--- src/sv/afm_pkg.sv ---
// shared types and codes for the allocate/free trace monitor
`default_nettype none
package afm_pkg;

  // command codes on in_command (the top code also ends the trace)
  localparam logic [1:0] CMD_ALLOC = 2'd0;
  localparam logic [1:0] CMD_FREE  = 2'd1;
  localparam logic [1:0] CMD_END   = 2'd2;

  // violation codes on out_violation
  localparam logic [2:0] V_NONE         = 3'd0;
  localparam logic [2:0] V_FREE_UNALLOC = 3'd1;
  localparam logic [2:0] V_DOUBLE_ALLOC = 3'd2;
  localparam logic [2:0] V_DOUBLE_FREE  = 3'd3;
  localparam logic [2:0] V_TABLE_FULL   = 3'd4;

  localparam int LEAK_W = 7;
  localparam logic [LEAK_W-1:0] LEAK_MAX = '1;

  // per-address typestate
  typedef enum logic [1:0] {
    ST_INIT    = 2'd0,
    ST_ALLOC   = 2'd1,
    ST_FREED   = 2'd2,
    ST_BADFREE = 2'd3
  } status_t;

  // control part of a request as it moves down the chain
  typedef struct packed {
    logic              valid;
    logic              is_end;
    logic              is_free;
    logic              done;     // matched or inserted somewhere upstream
    status_t           st;       // typestate before this request
    logic [LEAK_W-1:0] leak;     // allocated entries seen so far (end only)
  } pkt_t;

endpackage
`default_nettype wire

--- src/sv/afm_cell.sv ---
// one table entry of the monitor chain: address, typestate and in-use flag
`default_nettype none
module afm_cell #(
  parameter int ADDR_WIDTH = 64
) (
  input  wire logic                  clk,
  input  wire logic                  rst_n,
  input  wire logic                  adv,
  input  wire afm_pkg::pkt_t         pkt_in,
  input  wire logic [ADDR_WIDTH-1:0] addr_in,
  output afm_pkg::pkt_t              pkt_out,
  output logic      [ADDR_WIDTH-1:0] addr_out
);
  import afm_pkg::*;

  logic                  used_r, used_nxt;
  logic [ADDR_WIDTH-1:0] addr_r, addr_nxt;
  status_t               st_r, st_nxt;
  pkt_t                  pkt_r, pkt_nxt;
  logic [ADDR_WIDTH-1:0] paddr_r;
  logic                  hit;
  status_t               cur;

  assign hit = used_r && (addr_r == addr_in);
  assign cur = hit ? st_r : ST_INIT;

  always_comb begin
    used_nxt = used_r;
    addr_nxt = addr_r;
    st_nxt   = st_r;
    pkt_nxt  = pkt_in;
    if (pkt_in.valid) begin
      if (pkt_in.is_end) begin
        if (used_r && st_r == ST_ALLOC && pkt_in.leak != LEAK_MAX) begin
          pkt_nxt.leak = pkt_in.leak + LEAK_W'(1);
        end
        used_nxt = 1'b0;
      end else if (!pkt_in.done && (hit || !used_r)) begin
        // matched entry, or first free entry: insert here
        used_nxt     = 1'b1;
        addr_nxt     = addr_in;
        pkt_nxt.done = 1'b1;
        pkt_nxt.st   = cur;
        if (!pkt_in.is_free) begin
          st_nxt = ST_ALLOC;
        end else begin
          st_nxt = (cur == ST_ALLOC) ? ST_FREED : ST_BADFREE;
        end
      end
    end
  end

  always_ff @(posedge clk) begin
    if (!rst_n) begin
      used_r      <= 1'b0;
      pkt_r.valid <= 1'b0;
    end else if (adv) begin
      used_r      <= used_nxt;
      pkt_r.valid <= pkt_nxt.valid;
    end
    if (adv) begin
      addr_r        <= addr_nxt;
      st_r          <= st_nxt;
      paddr_r       <= addr_in;
      pkt_r.is_end  <= pkt_nxt.is_end;
      pkt_r.is_free <= pkt_nxt.is_free;
      pkt_r.done    <= pkt_nxt.done;
      pkt_r.st      <= pkt_nxt.st;
      pkt_r.leak    <= pkt_nxt.leak;
    end
  end

  assign pkt_out  = pkt_r;
  assign addr_out = paddr_r;

endmodule
`default_nettype wire

--- config.mk ---
export PLATFORM = sky130hd
export DESIGN_NAME = afm_cell
export DESIGN_NICKNAME = d
export VERILOG_FILES = /design/src/sv/afm_pkg.sv /design/src/sv/afm_cell.sv
export SDC_FILE = /design/constraint.sdc
export NUM_CORES = 1
export LEC_CHECK = 0
export ABC_AREA = 1
export BUFFER_PORTS_ARGS = -buffer_cell sky130_fd_sc_hd__buf_2
export CORE_UTILIZATION = 52
export DETAILED_ROUTE_END_ITERATION = 7
export GPL_TIMING_DRIVEN = 0
export PLACE_DENSITY = 0.75
export SYNTH_ARGS = -nofsm -noshare
export SYNTH_HDL_FRONTEND = slang
export SYNTH_SLANG_ARGS = --single-unit
--- constraint.sdc ---
create_clock -name clk -period 4.12 [get_ports clk]
set_input_delay 0.824 -clock clk [delete_from_list [all_inputs] [get_ports clk]]
set_output_delay 0.824 -clock clk [all_outputs]
set_load 0.005 [all_outputs]
==> impl_metrics.yaml <==
worst_setup_path:
  critical_path_class: "in2reg"
  cp-start-kind: "primary input"
  worstPathArrival_ns: 2.91
  cp.required_ns: 4.34
  critPathMaxFanout: 39
  critPathCaptureType: "flip-flop"
grt:
  grt_use_total_pct: 20.0
  grt_pass1_wl_um: 17400
  antenna_found_initial: 0
  grt_max_degree: 45
  gr-total-overflow: 0
  grt_pass1_vias: 3824
floorplanning:
  die_w_um: 108
  start_util_pct: 53.8
  die-area_mm2: 0.0117
  rows: 38
  io_pins: 157
  die_y_um: 108
  core_mm2: 0.0109
cells_and_area:
  multi_input_area_mm2: 0.00117
  utilization_pct: 67.9
  fin_area_mm2: 0.00739
  post_route_cells_drive_above_1_share_pct: 26.9
  area_growth_pct: 26.2
  final_nets: 783
  seqCellArea_mm2: 0.00430
  num-fill-cells: 832
  antenna_cells: 0
detailed_routing:
  via_count: 3994
  viasPerCell: 4.67
  drt-wirelength-per-cell_um: 12.8
  antenna_left: 0
  finalWirelength_um: 11000
  drtIter0Drc: 174
  drcViolationCount: 0
  firstDrtPassIters: 4
synth:
  yosys_warnings: 0
  ys_types: 17
  synth_cells: 525
  syn_area_mm2: 0.00585
  yosysSeqAreaShare_pct: 73.5
  ys_ff_latch: 144
  syn_nets: 606
  avgSynthCellArea_um2: 11.2
sta:
  rsz0062_at_grt: "false"
  drv_slew: 0
  clock-skew-final_ns: 0.00597
  tightestPinTransition_ns: 0.862
  max_freq_mhz: 372
  finalCriticalPeriod_ns: 2.69
  report.final.setup_viol: 0
  hold_violations: 0
  finalCritPeriodShare_pct: 65.3
  setup_tns_ns: 0
  slew_headroom_pct: 42.5
placement:
  portBuffers: 156
  placed_area_mm2: 0.00685
  dp_hpwl_um: 7910
  routabilityCongestion: 0.734
worst_hold_path:
  hold_class: "reg2reg"
power:
  total_power_mw: 3.33
  power.leakage_nw: 3.46
  ir_drop_mv: 0.255
  p_per_area_mw_per_mm2: 451
flow_run:
  maxCapViolations: 0
cts:
  cts_resized: 0
  cts_setup_buffers: 0
  clk_path_buf_depth: 2
  clock_latency_ns: 0.52
  cts_tree: "built"
  clock_sinks: 144
  cts_root_buf: "clkbuf_8"
  cts_made_buffers: 17
  hold_buffers: 0
  clk_pin_slew_ns: 0.06
  htreeDepth: 4
run_status:
  status: "completed"
==> power breakdown <==
part           switching, mW  internal (mW)  total [mW]
clock                  0.582          0.795        1.38
combinational          0.133          0.100       0.234
sequential            0.0237           1.70        1.72
==> kinds of logic (layout without fill, tap and decap cells) <==
logic type | after synthesis | after routing | share of synthesized area [%]
flip-flops | 144 | 144 | 73.5
AO/OA/AOI/OAI | 5 | 5 | 0.470
adder cells (fa/ha/maj) | 1 | 1 | 0.214
AND/OR/NAND/NOR | 258 | 258 | 17.0
buffers and inverters | 102 | 292 | 6.54
XOR/XNOR | 15 | 15 | 2.24
==> through the flow <==
step                worst slack, ns  hold WS (ns)  instances
detailed placement            0.832         0.456        823
finish                         1.43         0.462        855
global route                   1.23         0.476        855
floorplan                     0.863         0.452        525
CTS                            1.36         0.467        855
global placement             -0.907         0.452        821
==> routing by layer <==
metal  share of wire, %  GRT usage [%]
met1                 41           24.2
met2                 50           33.6
met3                7.4           6.63
met4                1.2           7.05
met5                  0              0
==> layout by cell type, fill, tap and decap left out, types with 3 or more instances in the layout <==
cell,count
buf_2,155
clkinvlp_4,7
nor2_1,79
clkinv_2,3
nor3_1,3
clkbuf_16,16
edfxtp_1,142
a21oi_1,3
nand3_1,7
nand2_1,164
xor2_1,13
inv_1,101
==> flip-flops by register name, summed over array words and instances (netlist names) <==
name and count:
addr_r 64, addr_out 64, st_r 2, pkt_out 13, used_r 1
==> area by class of cell <==
type,count,area share [%]
clock buffer,18,5.66
tap,140,2.37
inverter,102,5.18
clock inverter,14,1.61
multi-input combinational,279,15.8
sequential,144,58.2
timing repair buffer,158,11.1
==> path summary, 6_finish.rpt <==
| check | slack [ns] | endpoint | depth (start not counted) | startpoint |
|---|---|---|---|---|
| hold reg to reg | 0.46 | pkt_out[12]$_SDFFE_PN0P_ | 2 | pkt_out[12]$_SDFFE_PN0P_ |
| hold / removal | 0.46 | pkt_out[12]$_SDFFE_PN0P_ | 2 | pkt_out[12]$_SDFFE_PN0P_ |
| setup / recovery | 1.43 | addr_r[4]$_DFFE_PP_ | 14 | addr_in[49] |
| setup reg to reg | 1.47 | addr_r[4]$_DFFE_PP_ | 12 | addr_r[49]$_DFFE_PP_ |
==> cell usage after synthesis <==
library cell,number,area [um^2]
or2_2,1,6.26
edfxtp_1,142,4260
nor3_1,3,15.0
o21ai_0,1,5.00
inv_1,102,383
nand3_1,7,35.0
a21oi_1,3,15.0
or3b_1,1,8.76
dfxtp_1,2,40.0
xnor2_1,2,17.5
nand2_1,164,616
nor2_1,79,297
nand4_1,1,6.26
a21o_1,1,7.51
ha_1,1,12.5
nor2_2,2,12.5
xor2_1,13,114
==> critical path: stages <==
cell and delay (ns):
buf_2 0.12, inv_1 0.04, nand2_1 0.05, nand2_1 0.05, nor2_1 0.12, nand2_1 0.09
nor2_1 0.14, nand2_1 0.08, nor2_2 0.16, nand2_1 0.11, nand2_1 0.09, nand2_1 0.08
inv_2 0.63, buf_12 0.28
No activity file was read; power rests on OpenSTA's default activity.
