==> config.mk <==
export PLATFORM = sky130hd
export DESIGN_NAME = afm_tail
export DESIGN_NICKNAME = d
export VERILOG_FILES = /design/src/sv/afm_pkg.sv /design/src/sv/afm_tail.sv
export SDC_FILE = /design/constraint.sdc
export NUM_CORES = 1
export LEC_CHECK = 0
export BUFFER_PORTS_ARGS = -buffer_cell sky130_fd_sc_hd__buf_2
export CAP_MARGIN = 40
export CORE_MARGIN = 2
export CORE_UTILIZATION = 50
export DETAILED_ROUTE_END_ITERATION = 10
export PLACE_DENSITY = 0.71
export SKIP_CTS_REPAIR_TIMING = 1
export SKIP_LAST_GASP = 1
export SLEW_MARGIN = 20
export SYNTH_ARGS = -nofsm -noshare
export SYNTH_HDL_FRONTEND = slang
export SYNTH_SLANG_ARGS = --single-unit
==> constraint.sdc <==
create_clock -name clk -period 2.6 [get_ports clk]
set_input_delay 0.13 -clock clk [delete_from_list [all_inputs] [get_ports clk]]
set_output_delay 0.13 -clock clk [all_outputs]
set_load 0.005 [all_outputs]
==> src/sv/afm_pkg.sv <==
// shared types and codes for the allocate/free trace monitor
`default_nettype none
package afm_pkg;

  // command codes on in_command (the top code also ends the trace)
  localparam logic [1:0] CMD_ALLOC = 2'd0;
  localparam logic [1:0] CMD_FREE  = 2'd1;
  localparam logic [1:0] CMD_END   = 2'd2;

  // violation codes on out_violation
  localparam logic [2:0] V_NONE         = 3'd0;
  localparam logic [2:0] V_FREE_UNALLOC = 3'd1;
  localparam logic [2:0] V_DOUBLE_ALLOC = 3'd2;
  localparam logic [2:0] V_DOUBLE_FREE  = 3'd3;
  localparam logic [2:0] V_TABLE_FULL   = 3'd4;

  localparam int LEAK_W = 7;
  localparam logic [LEAK_W-1:0] LEAK_MAX = '1;

  // per-address typestate
  typedef enum logic [1:0] {
    ST_INIT    = 2'd0,
    ST_ALLOC   = 2'd1,
    ST_FREED   = 2'd2,
    ST_BADFREE = 2'd3
  } status_t;

  // control part of a request as it moves down the chain
  typedef struct packed {
    logic              valid;
    logic              is_end;
    logic              is_free;
    logic              done;     // matched or inserted somewhere upstream
    status_t           st;       // typestate before this request
    logic [LEAK_W-1:0] leak;     // allocated entries seen so far (end only)
  } pkt_t;

endpackage
`default_nettype wire

==> src/sv/afm_tail.sv <==
// end of the chain: violation decode, saturating counters and result register
`default_nettype none
module afm_tail #(
  parameter int COUNT_WIDTH = 32
) (
  input  wire logic          clk,
  input  wire logic          rst_n,
  input  wire logic          adv,
  input  wire afm_pkg::pkt_t pkt_in,
  output logic               out_valid,
  output logic [2:0]         out_violation,
  output logic [31:0]        out_event_number,
  output logic               out_is_report,
  output logic [6:0]         out_leaked_total,
  output logic [31:0]        out_free_unallocated_total,
  output logic [31:0]        out_double_alloc_total,
  output logic [31:0]        out_double_free_total
);
  import afm_pkg::*;

  localparam logic [COUNT_WIDTH-1:0] CMAX = '1;

  logic [COUNT_WIDTH-1:0] evt_r, evt_nxt;
  logic [COUNT_WIDTH-1:0] fu_r, fu_nxt, da_r, da_nxt, df_r, df_nxt;
  logic                   valid_r;
  logic [2:0]             viol_r, viol;
  logic [COUNT_WIDTH-1:0] num_r;
  logic                   rep_r;
  logic [LEAK_W-1:0]      leak_r;
  logic [COUNT_WIDTH-1:0] fut_r, dat_r, dft_r;

  always_comb begin
    viol = V_NONE;
    if (pkt_in.is_end) begin
      viol = V_NONE;
    end else if (!pkt_in.done) begin
      viol = V_TABLE_FULL;
    end else if (!pkt_in.is_free) begin
      if (pkt_in.st == ST_ALLOC) viol = V_DOUBLE_ALLOC;
    end else if (pkt_in.st == ST_INIT) begin
      viol = V_FREE_UNALLOC;
    end else if (pkt_in.st != ST_ALLOC) begin
      viol = V_DOUBLE_FREE;
    end
  end

  always_comb begin
    evt_nxt = evt_r;
    fu_nxt  = fu_r;
    da_nxt  = da_r;
    df_nxt  = df_r;
    if (pkt_in.valid) begin
      if (evt_r != CMAX) evt_nxt = evt_r + 1'b1;
      if (viol == V_FREE_UNALLOC && fu_r != CMAX) fu_nxt = fu_r + 1'b1;
      if (viol == V_DOUBLE_ALLOC && da_r != CMAX) da_nxt = da_r + 1'b1;
      if (viol == V_DOUBLE_FREE  && df_r != CMAX) df_nxt = df_r + 1'b1;
    end
  end

  always_ff @(posedge clk) begin
    if (!rst_n) begin
      evt_r   <= '0;
      fu_r    <= '0;
      da_r    <= '0;
      df_r    <= '0;
      valid_r <= 1'b0;
    end else if (adv) begin
      evt_r   <= evt_nxt;
      fu_r    <= fu_nxt;
      da_r    <= da_nxt;
      df_r    <= df_nxt;
      valid_r <= pkt_in.valid;
    end
    if (adv) begin
      viol_r <= viol;
      num_r  <= evt_nxt;
      rep_r  <= pkt_in.is_end;
      leak_r <= pkt_in.is_end ? pkt_in.leak : '0;
      fut_r  <= pkt_in.is_end ? fu_r : '0;
      dat_r  <= pkt_in.is_end ? da_r : '0;
      dft_r  <= pkt_in.is_end ? df_r : '0;
    end
  end

  assign out_valid                  = valid_r;
  assign out_violation              = viol_r;
  assign out_event_number           = 32'(num_r);
  assign out_is_report              = rep_r;
  assign out_leaked_total           = leak_r;
  assign out_free_unallocated_total = 32'(fut_r);
  assign out_double_alloc_total     = 32'(dat_r);
  assign out_double_free_total      = 32'(dft_r);

endmodule
`default_nettype wire

==> impl_results.md <==
* Nature of the critical path endpoint: flop
* Minimum clock period at 2.396 ns
* Period utilization at 92.15%
* First-pass GRT wire length at 41.19 mm
* Largest net degree at the start of global routing at 144
* Layout net count at 1322
* Syn Std Cell Area at 0.01194 mm^2
* Vias in the first global route at 8257
* TritonCTS buffer count at 28
* Slew Limit Fails at 0
* CP arrival at 2.66 ns
* Crit path launch type: flop
* Reg power frac at 50.3%
* Critical path launch point: evt_r[3]
* Clk buf depth at 3
* ANT cells at 0
* Post-synth EDFFs at 139
* Max_slew headroom at 49.44%
* Core area at 0.02347 mm^2
* Total die area at 0.02513 mm^2
* PwrDens at 640.0 mW/mm^2
* Status: complete, no violations
* Clock skew at 0.01352 ns
* Layout cell share with drive strength beyond 1 at 18.82%
* Most frequent cells in the layout: buf_2, edfxtp_1, dfxtp_1, and2_1, a21oi_1
* Finish-stage setup viols at 0
* Clock Sink Count at 268
* Most used DFF post-synth: edfxtp_1
* Vias/cell at 5.582
* Grt met3 use at 3.919%
* Slack of the worst reg-to-reg path at 0.20 ns
* Congestion Overflow GR at 0
* Site Rows at 56
* Maximum VDD drop at 0.4515 mV
* Yosys top cell area share at 34.96%
* Top cell type by total area after synthesis: edfxtp_1
* Pint at 0.007245 W
* Least-Margin Pin Slew at 0.7585 ns
* R2R Path End: out_event_number[27]
* Clock power share at 46.0%
* Clk_lat worst skew at 0.53 ns
* CTS root buf: clkbuf_16
* Num ports at 156
* Hpwl dp at 16.65 mm
* Via count at 9166
* CTS tree: yes
* Die W at 158.5 um
* Leakage at 5.147 nW
* Initial Utilization at 50.86%
* Largest fanout on the critical path at 11
* Min-Delay Path Class: in -> reg
* Commonest non-fill, non-tap cell in the layout: buf_2
* M2 GR Usage at 33.52%
* Core Util, Final at 60.55%
* Filler Cell Count at 1910
* Total Routing Usage GR at 20.16%
* Flops & latches, synth at 268
* Max-cap violations at 0
* Post-synthesis instance total at 1127
* RR Startpoint: evt_r[3]
* Final hold violation count at 0
* Endpoint of the most critical setup path: out_event_number[27]
* CP Class: reg -> reg
* Net Sw Frac at 20.36%
* Pre-antenna DRT Iters at 4
* Die Height at 158.5 um
* Clock slew at reported path FFs at 0.06 ns
* Drt total wl at 25.72 mm
* # port buffers at 155
* Ys Warns at 0
* R2R depth at 6
* RD Place Congestion at 0.8047
* Crit path required time at 2.87 ns
* Worst setup margin at 0.2041 ns
* Htree depth at 1
* NetSw at 0.001852 W
* GR met1 Demand/Resource at 27.28%
* WL/cell at 15.66 um
* Syn_area_per_cell at 10.59 um^2
* Pre-CTS WS at 0.2233 ns
* First DRT Iteration DRCs at 593
* Synth-to-layout area growth at 19.04%
* Post-synthesis sequential area ratio at 56.59%
* Unrepaired setup endpoints after global routing: no
* Max Fclk at 417.4 MHz
* GR peak layer: met2
* Synth area leaders: edfxtp_1, dfxtp_1, and2_1, a21oi_1, or3_1
* Post-route DRC at 0
* Routed Antenna Nets at 0
* TNS Setup at 0 ns
* Combinational power share at 3.7%
* Asr flop ratio synth at 0%
* Yosys cell types at 61
* Number of antenna violations at the first check in global routing at 1
* Mapped Nets at 1147
==> routing by layer <==
layer / part of all wire, % / wire length (um)
met5: 0.027 / 7
met4: 1.5 / 382
met3: 5.6 / 1446
met2: 48 / 12270
met1: 45 / 11610
==> how the worst min path moves through the flow <==
stage | cells past startpoint | startpoint | to
2_1_floorplan | 0 | pkt_in[11] | out_is_report
3_3_place_gp | 2 | pkt_in[1] | out_leaked_total[1]
3_5_place_dp | 2 | pkt_in[5] | out_leaked_total[5]
4_1_cts | 2 | pkt_in[5] | out_leaked_total[5]
5_1_grt | 3 | pkt_in[10] | out_violation[0]
6_report | 3 | pkt_in[10] | out_violation[0]
==> worst max-delay path: stages, from the launching register on <==
cell and delay (ns):
dfxtp_1 0.42, nand4_2 0.24, or4_4 0.64, o31ai_4 0.35, buf_4 0.24, nor4_1 0.08
xor2_1 0.16
==> registers in the layout, indices dropped and copies added (netlist names), 32 cells and up <==
name and count:
da_r 32, df_r 32, evt_r 32, fu_r 32, out_double_alloc_total 32, out_double_free_total 32
out_event_number 32, out_free_unallocated_total 32
==> metrics by stage <==
step | hold slack, ns | instance area (um^2) | cells | total power [W]
2_1_floorplan | 0.2289 | 11940 | 1127 | 0.004782
3_3_place_gp | 0.4129 | 13160 | 1583 | 0.004995
3_5_place_dp | 0.4176 | 13160 | 1583 | 0.005000
4_1_cts | -0.1430 | 14130 | 1634 | 0.009191
5_1_grt | 0.04402 | 14210 | 1642 | 0.009409
6_report | 0.04900 | 14210 | 1642 | 0.009096
==> area by class of cell <==
class,count,area [um^2],share of cell area [%]
multi-input cells,793,4908,34.54
clock inverters,16,200.2,1.409
flip-flops and latches,268,6756,47.54
clock buffers,35,768.2,5.405
well taps,319,399.1,2.808
repair buffers,193,1112,7.826
inverters,18,67.56,0.4754
==> cell usage after synthesis (all sizes together) (3+ instances only) <==
| cell | instances |
|---|---|
| edfxtp | 139 |
| dfxtp | 129 |
| and2 | 111 |
| a21oi | 89 |
| nand2 | 87 |
| o21ai | 57 |
| or3 | 54 |
| nand3 | 49 |
| or4 | 40 |
| clkbuf | 38 |
| o31ai | 38 |
| nor2 | 35 |
| nand4 | 33 |
| xor2 | 31 |
| nand2b | 26 |
| nor3 | 24 |
| mux2i | 20 |
| inv | 18 |
| nor4 | 18 |
| and4 | 15 |
| and3 | 12 |
| buf | 10 |
| xnor2 | 7 |
| o211ai | 6 |
| o311ai | 5 |
| ha | 4 |
| o41ai | 4 |
| a21o | 3 |
| or2 | 3 |
==> power by group through the flow <==
stage | registers, W | clock network [W] | logic [W]
3_3_place_gp | 0.00467 | 0 | 0.000326
4_1_cts | 0.00458 | 0.00428 | 0.000332
3_5_place_dp | 0.00467 | 0 | 0.000331
2_1_floorplan | 0.00468 | 0 | 0.0000974
6_report | 0.00458 | 0.00418 | 0.000335
5_1_grt | 0.00459 | 0.00444 | 0.000377
==> cell families (layout without fill, tap and decap cells) <==
group                      after synthesis  after routing  share of synthesized area (%)
adders and majority gates                4              4                         0.4192
xor gates and xnor gates                38             38                          2.788
buffers and inverters                   66            262                          2.295
and+or+nand+nor                        517            517                          25.35
muxes                                   21             21                          1.771
DFF                                    268            268                          56.59
AOI/OAI and AO/OA                      213            213                          10.78
No activity file was read; power rests on OpenSTA's default activity.
